===== src/rtl/assert_macros.svh =====
// Assertion macros shared by the RTL files of the Carmichael test unit.
// Depends on nothing; included by files that carry concurrent assertions.
`ifndef ASSERT_MACROS_SVH
`define ASSERT_MACROS_SVH

// Implication checked at every clock edge outside reset.
`define ASSERT_IMPL(label, clk, rst_n, ante, cons, msg) \
    label: assert property (@(posedge clk) disable iff (!rst_n) (ante) |-> (cons)) \
        else $error(msg);

// Implication whose consequent is checked in the cycle after the antecedent.
`define ASSERT_NEXT(label, clk, rst_n, ante, cons, msg) \
    label: assert property (@(posedge clk) disable iff (!rst_n) (ante) |=> (cons)) \
        else $error(msg);

`endif


===== src/rtl/cmt_pkg.sv =====
// Package of the Carmichael test unit: map size constant and shared width helper.
// Depends on nothing; used by cmt_modmul, the top level and the testbench.
package cmt_pkg;

    localparam int unsigned MAX_N_DEFAULT = 65536;
    localparam int unsigned NUM_W = 16;

    // Bits needed to address a map of the given depth.
    function automatic int unsigned addr_width(input int unsigned depth);
        int unsigned w;
        w = 1;
        while ((1 << w) < depth) begin
            w = w + 1;
        end
        return w;
    endfunction

endpackage


===== src/rtl/cmt_modmul.sv =====
// Shared modular multiplier: product = a * b mod m, one quotient bit per cycle.
// Depends on cmt_pkg for the operand width and on assert_macros.svh.
`include "assert_macros.svh"
module cmt_modmul (
    input  logic                      clk,
    input  logic                      rst_n,
    input  logic                      go,
    input  logic [cmt_pkg::NUM_W-1:0] a,
    input  logic [cmt_pkg::NUM_W-1:0] b,
    input  logic [cmt_pkg::NUM_W-1:0] m,
    output logic                      done,
    output logic [cmt_pkg::NUM_W-1:0] product
);

    localparam int unsigned W  = cmt_pkg::NUM_W;
    localparam int unsigned PW = 2 * W;
    localparam int unsigned CW = $clog2(PW + 1);

    typedef enum logic [1:0] {MM_IDLE, MM_MUL, MM_RED} mm_state_t;

    mm_state_t       state_reg;
    logic [PW-1:0]   rem_reg;
    logic [W-1:0]    mod_reg;
    logic [CW-1:0]   cnt_reg;
    logic            done_reg;

    logic [PW:0]     trial;
    logic [PW-1:0]   shifted_mod;

    // Restoring reduction: subtract m shifted by the current bit position.
    always_comb
    begin
        shifted_mod = {{W{1'b0}}, mod_reg} << cnt_reg[CW-2:0];
        trial = {1'b0, rem_reg} - {1'b0, shifted_mod};
    end

    always_ff @(posedge clk or negedge rst_n)
    begin
        if (!rst_n) begin
            state_reg <= MM_IDLE;
            done_reg  <= 1'b0;
            cnt_reg   <= '0;
            rem_reg   <= '0;
            mod_reg   <= '0;
        end else begin
            done_reg <= 1'b0;
            unique case (state_reg)
                MM_IDLE:
                begin
                    if (go) begin
                        mod_reg   <= m;
                        rem_reg   <= {{W{1'b0}}, a} * {{W{1'b0}}, b};
                        state_reg <= MM_MUL;
                    end
                end
                MM_MUL:
                begin
                    cnt_reg   <= CW'(W);
                    state_reg <= MM_RED;
                end
                MM_RED:
                begin
                    if (!trial[PW]) begin
                        rem_reg <= trial[PW-1:0];
                    end
                    if (cnt_reg == '0) begin
                        state_reg <= MM_IDLE;
                        done_reg  <= 1'b1;
                    end else begin
                        cnt_reg <= cnt_reg - 1'b1;
                    end
                end
                default:
                begin
                    state_reg <= MM_IDLE;
                end
            endcase
        end
    end

    assign done    = done_reg;
    assign product = rem_reg[W-1:0];

    `ASSERT_NEXT(a_mm_go_leaves_idle, clk, rst_n, go && state_reg == MM_IDLE, state_reg == MM_MUL, "modmul did not start")
    `ASSERT_IMPL(a_mm_done_reduced, clk, rst_n, done_reg, rem_reg < PW'(mod_reg), "modmul result not reduced")

endmodule


===== config.mk =====
export PLATFORM = sky130hd
export DESIGN_NAME = cmt_modmul
export DESIGN_NICKNAME = d
export VERILOG_FILES = /design/src/rtl/cmt_pkg.sv /design/src/rtl/cmt_modmul.sv
export VERILOG_INCLUDE_DIRS = /design/src /design/src/rtl
export SDC_FILE = /design/constraint.sdc
export NUM_CORES = 1
export LEC_CHECK = 0
export BUFFER_PORTS_ARGS = -buffer_cell sky130_fd_sc_hd__buf_2
export CORE_AREA = 3 3 139 155
export DETAILED_ROUTE_END_ITERATION = 6
export DIE_AREA = 0 0 142 158
export GPL_TIMING_DRIVEN = 0
export PLACE_DENSITY = 0.88
export SYNTH_ARGS = -nofsm -noshare
export SYNTH_HDL_FRONTEND = slang
export SYNTH_SLANG_ARGS = --single-unit

===== constraint.sdc =====
create_clock -name clk -period 6.1 [get_ports clk]
set_clock_uncertainty 0.05 [all_clocks]
set_input_delay 0 -clock clk [delete_from_list [all_inputs] [get_ports clk]]
set_output_delay 0 -clock clk [all_outputs]
set_load 0.01 [all_outputs]

==> qor.txt <==
Status: completed
Tcrit/Tclk final: 95.3%
Row count: 54
TritonCTS Sinks: 57
Die height: 158 um
Final GP Congestion: 1.01
Fin crit period: 5.81 ns
Post-DP HPWL: 33,200 um
CP cell instances: buf_2 > clkbuf_1 > and2_1 > fa_1 > inv_1 > fa_1 > inv_1 > fa_1 > fa_1 > fa_1 > inv_1 > fa_1 > inv_1 > ha_1 > clkbuf_1 > nand3_1 > nor4_1 > o41ai_1 > a21oi_1 > o22ai_1 > xnor2_1 > a21oi_1 > a21oi_1
CP Class: primary input to flop
Fmax achieved: 0.172 GHz
Relative slew margins: 48.1%
Fill count: 1,477
Final core utilization: 75.7%
Routed met3 length: 2920 um
Routed Antenna Nets: 0
Post-Synthesis Mean Instance Area: 8.31 um2
DRT Pass-1 Iters: 6
Synth Flop Type: dfrtp_1
Count leader, synth: nand2_1
M1 wire length: 14,800 um
CP max FO: 10
Core area: 19,900 um2
RSZ-0062 raised after global routing: no
Ant diodes: 0
Gate Count Post-Synth: 1,687
Final std cells w/o fill: 2,025
Startpoint types: primary input
CTS buffer count: 9
Starting DRT DRC Count: 932
Die area: 22,400 um2
Number of global-route vias before repair: 13,095
PnR worst setup slack: 0.285 ns
Clock Path Buffers: 2
# nets final: 2,151
Crit path required time: 6.32 ns
Crit path DAT: 6.03 ns
Aggregate global routing overflow: 0
Final Hold Fails: 0
Worst path slowest cell: fa_1
Drt via density: 6.13
Actual slew at the worst max-slew pin: 0.768 ns
Clk_lat worst skew: 0.34 ns
Met2 WL: 19,800 um
IO Port Bufs: 67
Worst Hold Class: primary input to flop
DR DRC count: 0
Max reg flops: 32
DR top layer: met4
GRT Overall Usage: 37.3%
Synthesized area: 14,000 um2
Yosys top cell area share: 27.8%
Synth cell types: 88
Synthesis-to-layout area growth: 7.60%
Wirelength per Cell: 19.7 um
Area leader, netlist: fa_1
Setup crit end kind: flop
Ratio of cells with drive above 1 in the final layout: 9.36%
YS warnings: 0
Number of synthesized flops with an enable pin: 0
DIE WIDTH: 142 um
Initial antenna violation count: 0
Post-Syn Nets: 2,070
First-pass GRT wire length: 65,900 um
Final setup fails: 0
Sequential area share after synthesis: 10.2%
Initial Utilization: 70.4%
Synth area leaders: fa_1 28%, ha_1 12%, dfrtp_1 10%
Fin. max-slew vios: 0
Seq cells post-synth: 57
Synth async-reset ratio: 100%
Placed Cells: 2,006
Via count: 12,421
CTS H-tree depth: 3
Clock transition at the registers of the reported paths: 0.06 ns
Dpl ws: -0.231 ns
Io pins: 68
Top cells by instance count after synthesis: 272 x nand2_1, 246 x inv_1, 195 x fa_1, 137 x ha_1, 120 x and2_1
Cell mode on critical path: fa_1
Largest net degree at the start of global routing: 58
Max Cap Violations: 0
Biggest cell delay along the critical path: 0.53 ns
TritonCTS clock tree: done
CTS Root Cell: clkbuf_16
TNS Setup: 0 ns
Routed WL: 39,800 um
## critical path, delay by kind of cell
kind                       cells  cell delay, ns
AOI/OAI and AO/OA              5            0.85
buffers and inverters          7            0.93
xor gates and xnor gates       1            0.21
and+or+nand+nor                3            0.82
adders and majority gates      7            3.22
## cell families after synthesis
logic type	Yosys count	share of synthesized area, %
adder cells (fa/ha/maj)	332	40.1
AND/OR/NAND/NOR	593	19.9
flip-flops	57	10.2
AO/OA/AOI/OAI	290	14.5
buffers and inverters	336	9.57
multiplexers	33	2.95
XOR/XNOR	46	2.87
## placed cells by master, fill, tap and decap left out, types with 16 or more instances in the layout
master         count
nand2_1          272
inv_1            246
fa_1             195
ha_1             137
and2_1           120
nor2_1            90
a21oi_1           80
buf_2             74
dfrtp_1           57
o21ai_0           48
clkbuf_1          36
xnor2_1           27
a21o_1            21
mux2i_1           20
nand3_1           20
xor2_1            19
nor3_1            18
a211oi_1          18
nand2b_1          18
buf_4             17
dlygate4sd3_1     17
a31oi_1           16
## per-stage QoR
| step | hold slack [ns] | cell area [um2] |
|---|---|---|
| 2_1_floorplan | -0.346 | 14000 |
| 3_3_place_gp | 0.138 | 14700 |
| 3_5_place_dp | 0.146 | 14700 |
| 4_1_cts | 0.00224 | 15100 |
| 5_1_grt | 0.0652 | 15100 |
| 6_report | 0.0111 | 15100 |
## cell type report
type / instances / area (um2) / area share, %
inverter: 248 / 931 / 6.17
tap: 252 / 315 / 2.09
timing repair buffer: 84 / 508 / 3.37
buffer: 74 / 368 / 2.44
clock inverter: 7 / 53.8 / 0.357
sequential: 57 / 1430 / 9.45
multi-input combinational: 1294 / 11300 / 74.6
clock buffer: 9 / 225 / 1.49
## per-layer routing
metal / global-route usage [%] / up-vias
met3: 5.05 / 168
met1: 43.8 / 5979
met2: 66.0 / 624
met5: 0 / -
li1: - / 5650
met4: 20.9 / 0
## final timing paths
check | start | end | slack, ns | cells past startpoint
worst max-delay path | b[4] | rem_reg[25]$_DFFE_PN0P_ | 0.29 | 23
worst min-delay path | b[0] | rem_reg[0]$_DFFE_PN0P_ | 0.01 | 3
worst max register to register | cnt_reg[1]$_DFFE_PN0P_ | rem_reg[16]$_DFFE_PN0P_ | 1.17 | 16
worst min register to register | rem_reg[17]$_DFFE_PN0P_ | rem_reg[17]$_DFFE_PN0P_ | 0.45 | 2
max in group asynchronous | rst_n | done$_DFF_PN0_ | 5.26 | 2
min in group asynchronous | rst_n | mod_reg[5]$_DFFE_PN0P_ | 0.21 | 2
## what timing repair did
item                                    4_1_cts  5_1_grt
hold buffers                                 17        0
resized for setup                             0       17
endpoints found under the setup margin        0       10
setup buffers                                 0        0
hold endpoints to repair                     73        0
Power is left out: the tool's default activity adds up to more than one toggle a clock period on the data nets, which glitch-free logic cannot reach.
