## config.mk

```make
export PLATFORM = sky130hd
export DESIGN_NAME = cmt_ram
export DESIGN_NICKNAME = d
export VERILOG_FILES = /design/src/rtl/assert_macros.svh /design/src/rtl/cmt_ram.sv
export SDC_FILE = /design/constraint.sdc
export NUM_CORES = 1
export LEC_CHECK = 0
export ABC_AREA = 1
export CORE_AREA = 2 2 299 301
export CTS_BUF_LIST = sky130_fd_sc_hd__clkbuf_16
export CTS_CLUSTER_DIAMETER = 30
export DETAILED_ROUTE_END_ITERATION = 10
export DIE_AREA = 0 0 301 303
export DONT_BUFFER_PORTS = 1
export HOLD_SLACK_MARGIN = 0.08
export PLACE_DENSITY_LB_ADDON = 0.05
export SKIP_CTS_REPAIR_TIMING = 1
export SLEW_MARGIN = 20
export SYNTH_ARGS = -nofsm -noshare
export SYNTH_HDL_FRONTEND = slang
export SYNTH_SLANG_ARGS = --single-unit
```

## constraint.sdc

```tcl
create_clock -name clk -period 2.28 [get_ports clk]
set_input_delay 0.456 -clock clk [delete_from_list [all_inputs] [get_ports clk]]
set_output_delay 0.456 -clock clk [all_outputs]
set_load 0.005 [all_outputs]
```

## src/rtl/assert_macros.svh

```systemverilog
// Assertion macros shared by the RTL files of the Carmichael test unit.
// Depends on nothing; included by files that carry concurrent assertions.
`ifndef ASSERT_MACROS_SVH
`define ASSERT_MACROS_SVH

// Implication checked at every clock edge outside reset.
`define ASSERT_IMPL(label, clk, rst_n, ante, cons, msg) \
    label: assert property (@(posedge clk) disable iff (!rst_n) (ante) |-> (cons)) \
        else $error(msg);

// Implication whose consequent is checked in the cycle after the antecedent.
`define ASSERT_NEXT(label, clk, rst_n, ante, cons, msg) \
    label: assert property (@(posedge clk) disable iff (!rst_n) (ante) |=> (cons)) \
        else $error(msg);

`endif

```

## src/rtl/cmt_ram.sv

```systemverilog
// Generic single-port RAM with registered read data.
// Depends on nothing.
module cmt_ram #(
    parameter int unsigned WIDTH = 1,
    parameter int unsigned DEPTH = 1024,
    parameter int unsigned AW    = 10
) (
    input  logic             clk,
    input  logic             we,
    input  logic [AW-1:0]    addr,
    input  logic [WIDTH-1:0] wdata,
    output logic [WIDTH-1:0] rdata
);

    logic [WIDTH-1:0] mem [DEPTH];

    always_ff @(posedge clk)
    begin
        if (we) begin
            mem[addr] <= wdata;
        end
        rdata <= mem[addr];
    end

endmodule

```

==> reports/results.ini, run 1 <==
[global_routing]
grt_antenna_before_repair = 0
grt_pass1_wl_mm = 212
grt.overflow.total = 0
track_usage = 0.312
grt_max_degree = 1025
grt_pass1_vias = 34200

[layout]
design_area_mm2 = 0.0565
n_antenna_cell = 0
fin_util = 0.642
instances_no_fill = 6295
syn_to_final_growth_pct = 22.0
multi_input_area_mm2 = 0.0138
drive_gt1_frac = 0.122
fillers = 7242
finalNetCount = 4956
seqCellArea_mm2 = 0.0308

[clocking]
cts_tree = built
clock_sinks = 1025
cts_max_level = 4
clkLatencyLatePin_ns = 0.78
cts_root_buf = clkbuf_16
clockBufferDepth = 3
numCtsBuffers = 214
clk_pin_slew_ns = 0.05

[placed_design]
dp_slack_ns = -0.426
dp_hpwl_mm = 73.0
place_inst = 5891
dpl_cell_area_mm2 = 0.0490
place.port_buffers = 0
routabilityCongestion = 0.831

[timing]
finalSetupViolations = 894
grt_setup_unrepaired = false
max_clock_freq_mhz = 253
layout_worst_path_cycle_share = 1.74
fin_hold_ws_ns = 0.137
finalHoldViolations = 0
finalClockSkew_ns = 0.0245
tightest_slew_ns = 5.26
tns_ns = -683.86
period_needed_ns = 3.96
drv_slew = 894
max_slew_margin = -2.51
fin_ws_ns = -1.68

[floorplanning]
die-width_um = 301
design.die.area_mm2 = 0.0912
core_area_mm2 = 0.0880
start_util = 0.526
num_rows = 109
die_height_um = 303
ios = 14

[worst_setup_path]
cp_max_fo = 897
crit_arrival_ns = 2.95
required_ns = 1.27
path_class = input port to register
critPathCaptureType = register
cp-start-kind = input port

[synth]
synthMuxAreaShare = 0
synth-xor-area-share = 0
syn-num-nets = 4895
synth_area_mm2 = 0.0463
synthTopCellsByArea = edfxtp_1 (66%), nand2_1 (15%), nor2_1 (8.8%)
synth_top_family_by_area = simple AND/OR/NAND/NOR gates
ys_seq_elements = 1025
synth-compound-area-share = 0.000865
yosysTopAreaCellShare = 0.664
synth_top_cell_by_area = edfxtp_1
yosys_warnings = 0
synthSimpleGateAreaFrac = 0.296
synthCells = 4882
synthAdderAreaFrac = 0
synthDistinctLibCells = 19
synth-seq-area-share = 0.665
postSynthAreaPerCell_um2 = 9.48

[drt]
firstDrtPassIters = 7
drc = 0
routed_via_density = 5.62
detail-route-antenna-nets = 0
wl_per_cell_um = 22.5
dr_total_vias = 35400
routed_wirelength_mm = 141
drt-initial-drc-count = 3945

[min_path]
worstHoldPathType = input port to register

[power]
power.total_mw = 54.4
pwr_density_cell_mw_per_mm2 = 963
p_leak_nw = 20.8
vdd_drop_max_uv = 742

[run_status]
status = complete, but fails checks
violations = max-slew violations, negative setup slack

[job]
cap_violations = 0

[cells in the mapped netlist (all sizes together)]
library cell	instances
buf	147
clkbuf	246
clkinv	2
dfxtp	1
edfxtp	1024
inv	37
nand2	1846
nand3	308
nand4	135
nor2	1098
nor3	30
o21ai	8
[report_power, final]
part / leakage (nW) / switching, mW / total, mW / internal [mW]
Sequential: 9.21 / 0.00666 / 20.9 / 20.9
Combinational: 7.91 / 1.31 / 1.97 / 0.662
Clock: 3.73 / 9.98 / 31.5 / 21.6
[path summary, 6_finish.rpt]
path | startpoint | endpoint | slack (ns) | cells after the start
min | addr[1] | mem[779] | 0.14 | 2
max reg2reg | mem[291] | rdata | 0.29 | 15
min reg2reg | mem[582] | rdata | 0.94 | 12
max | wdata | mem[938] | -1.68 | 0
[state kept, by name, summed over array words and instances, names as in the netlist]
| name | flops |
|---|---|
| mem | 1024 |
| rdata | 1 |
[routing by layer]
metal	up-vias	wire, µm	GRT usage
met5	-	0	0
met4	0	5720	0.139
met3	320	10800	0.0490
met2	1472	67800	0.514
met1	17400	57100	0.412
li1	16200	-	-
[cell usage in the layout, fill, tap and decap left out, types with 18 or more instances in the layout]
cell type	n
buf_12	83
nand2_2	18
inv_1	62
nor3_1	22
nand3_1	301
nor2_1	1083
clkinv_2	40
clkinv_1	40
bufinv_16	38
nand4_1	135
buf_4	154
edfxtp_1	1024
nand2_1	1828
clkbuf_16	220
[logic make-up (layout without fill, tap and decap cells)]
group,Yosys count,in the layout
and+or+nand+nor,3417,3417
AOI/OAI and AO/OA,8,8
buffers and inverters,432,680
DFF,1025,1025
[area by class of cell]
class / instances / share of cell area
inverters: 39 / 0.00286
clock inverters: 183 / 0.0339
flip-flops and latches: 1025 / 0.545
repair buffers: 238 / 0.0504
multi-input cells: 3425 / 0.245
well taps: 1165 / 0.0258
clock buffers: 220 / 0.0974
Power figures use the tool's default switching activity.
==> run 2, diff against run 1 <==
SKIP_CTS_REPAIR_TIMING = not set   (was 1)
clock period = 4.94 ns   (was 2.28 ns; I/O delays follow)
==> run 2 against run 1 <==
The flow finishes with violations (max-slew violations); critical path type unchanged; highest routed layer is now met5; hold slack improved by 0.26 ns; non-clock buffer count decreased by 147; largest cell class unchanged; sequential power shrank 54%; largest power group unchanged; combinational power shrank 61%; sequential share of layout area grew 2.2 points.
==> reports/results.ini, run 2 (synthesis gave the netlist of run 1 again) <==
[run_status]
status = complete, but fails checks
violations = max-slew violations

[clocking]
post-cts-setup-buffer-count = 0
cts_root_buf = clkbuf_16
clock_sinks = 1025
cts_tree = built
clockBufferDepth = 3
cts_resized = 0
cts_hold_buf = 0
clk_pin_slew_ns = 0.05
clkLatencyLatePin_ns = 0.78
cts_max_level = 4
numCtsBuffers = 209

[floorplanning]
ios = 14
start_util = 0.526
die_height_um = 303
num_rows = 109
die-width_um = 301
core_area_mm2 = 0.0880
design.die.area_mm2 = 0.0912

[timing]
max_clock_freq_mhz = 293
finalClockSkew_ns = 0.0151
tns_ns = 0
fin_hold_ws_ns = 0.401
drv_slew = 662
layout_worst_path_cycle_share = 0.692
finalSetupViolations = 0
max_slew_margin = -1.30
grt_setup_unrepaired = false
tightest_slew_ns = 3.45
finalHoldViolations = 0
period_needed_ns = 3.42

[layout]
finalNetCount = 4804
final_cell_mix = nand2_1 (1824), nor2_1 (1083), edfxtp_1 (1024)
syn_to_final_growth_pct = 17.3
drive_gt1_frac = 0.0989
design_area_mm2 = 0.0543
fillers = 7436
regMostFlops = mem
largest_reg_flops = 1024
mostFrequentLayoutCell = nand2_1
largestRegisters = mem (1024), rdata (1)

[job]
cap_violations = 0

[placed_design]
routabilityCongestion = 0.807
place.port_buffers = 0
dp_hpwl_mm = 68.6
dpl_cell_area_mm2 = 0.0470

[worst_setup_path]
path_class = input port to register
path_cells = nor2_4 > buf_4 > inv_2 > nor2_1 > nand2_2 > buf_4 > nor2_1
path_delay_family = simple AND/OR/NAND/NOR gates
cp-start-kind = input port
reg2regPathDepth = 12
slowest_delay_ns = 0.64
critPathBufInv = 3
crit_cells = 7
required_ns = 5.41
cp_max_fo = 524
critPathCaptureType = register
crit_arrival_ns = 3.89
cp_slowest_cell = nor2_4

[drt]
detail-route-antenna-nets = 0
firstDrtPassIters = 5
routed_wirelength_mm = 136
wl_per_cell_um = 22.2
dr_total_vias = 34600
routed_via_density = 5.64
drt-initial-drc-count = 4090
drc = 0

[global_routing]
grt.overflow.total = 0
track_usage = 0.300
grt_antenna_before_repair = 2
grt_max_degree = 1025
grt_pass1_wl_mm = 204
grt_pass1_vias = 32800

[power]
vdd_drop_max_uv = 417
pwr_density_cell_mw_per_mm2 = 456
p_leak_nw = 19.6

[min_path]
worstHoldPathType = input port to register
min_path_cells = 0

==> run 2: layout make-up <==
| type | instances | area, µm² | share of cell area |
|---|---|---|---|
| Clock buffer | 215 | 5380 | 0.0990 |
| Tap cell | 1165 | 1460 | 0.0268 |
| Timing Repair Buffer | 91 | 771 | 0.0142 |
| Multi-Input combinational cell | 3425 | 13900 | 0.255 |
| Clock inverter | 179 | 1910 | 0.0351 |
| Sequential cell | 1025 | 30800 | 0.566 |
| Antenna cell | 1 | 2.50 | 0.0000461 |
| Inverter | 39 | 161 | 0.00297 |
==> run 2: worst paths after layout <==
check	start	to	slack, ns
worst max-delay path	addr[0]	mem[222]	1.52
worst min-delay path	wdata	mem[245]	0.40
worst max register to register	mem[763]	rdata	2.75
worst min register to register	mem[326]	rdata	0.97
==> run 2: metal layers <==
layer	part of all wire	GRT usage
met5	0.000095	0
met4	0.030	0.109
met3	0.075	0.0483
met2	0.48	0.489
met1	0.42	0.410
==> run 2: per-stage QoR <==
| step | power (mW) | utilization | worst slack [ns] | instances |
|---|---|---|---|---|
| after floorplan | 10.3 | - | 2.21 | 4882 |
| after global placement | 10.5 | 0.534 | 1.10 | 5744 |
| after detailed placement | 10.5 | 0.535 | 1.23 | 5745 |
| after CTS | 24.8 | 0.617 | 2.06 | 6139 |
| after global routing | 25.3 | 0.618 | 1.83 | 6139 |
| final | 24.8 | 0.618 | 1.52 | 6140 |
==> run 2: power by group <==
group	internal (mW)	switching (mW)	leakage [nW]	total [mW]
clock network	9.71	4.65	3.59	14.4
logic	0.205	0.569	6.83	0.774
registers	9.63	0.00475	9.21	9.63
total	19.5	5.22	19.6	24.8
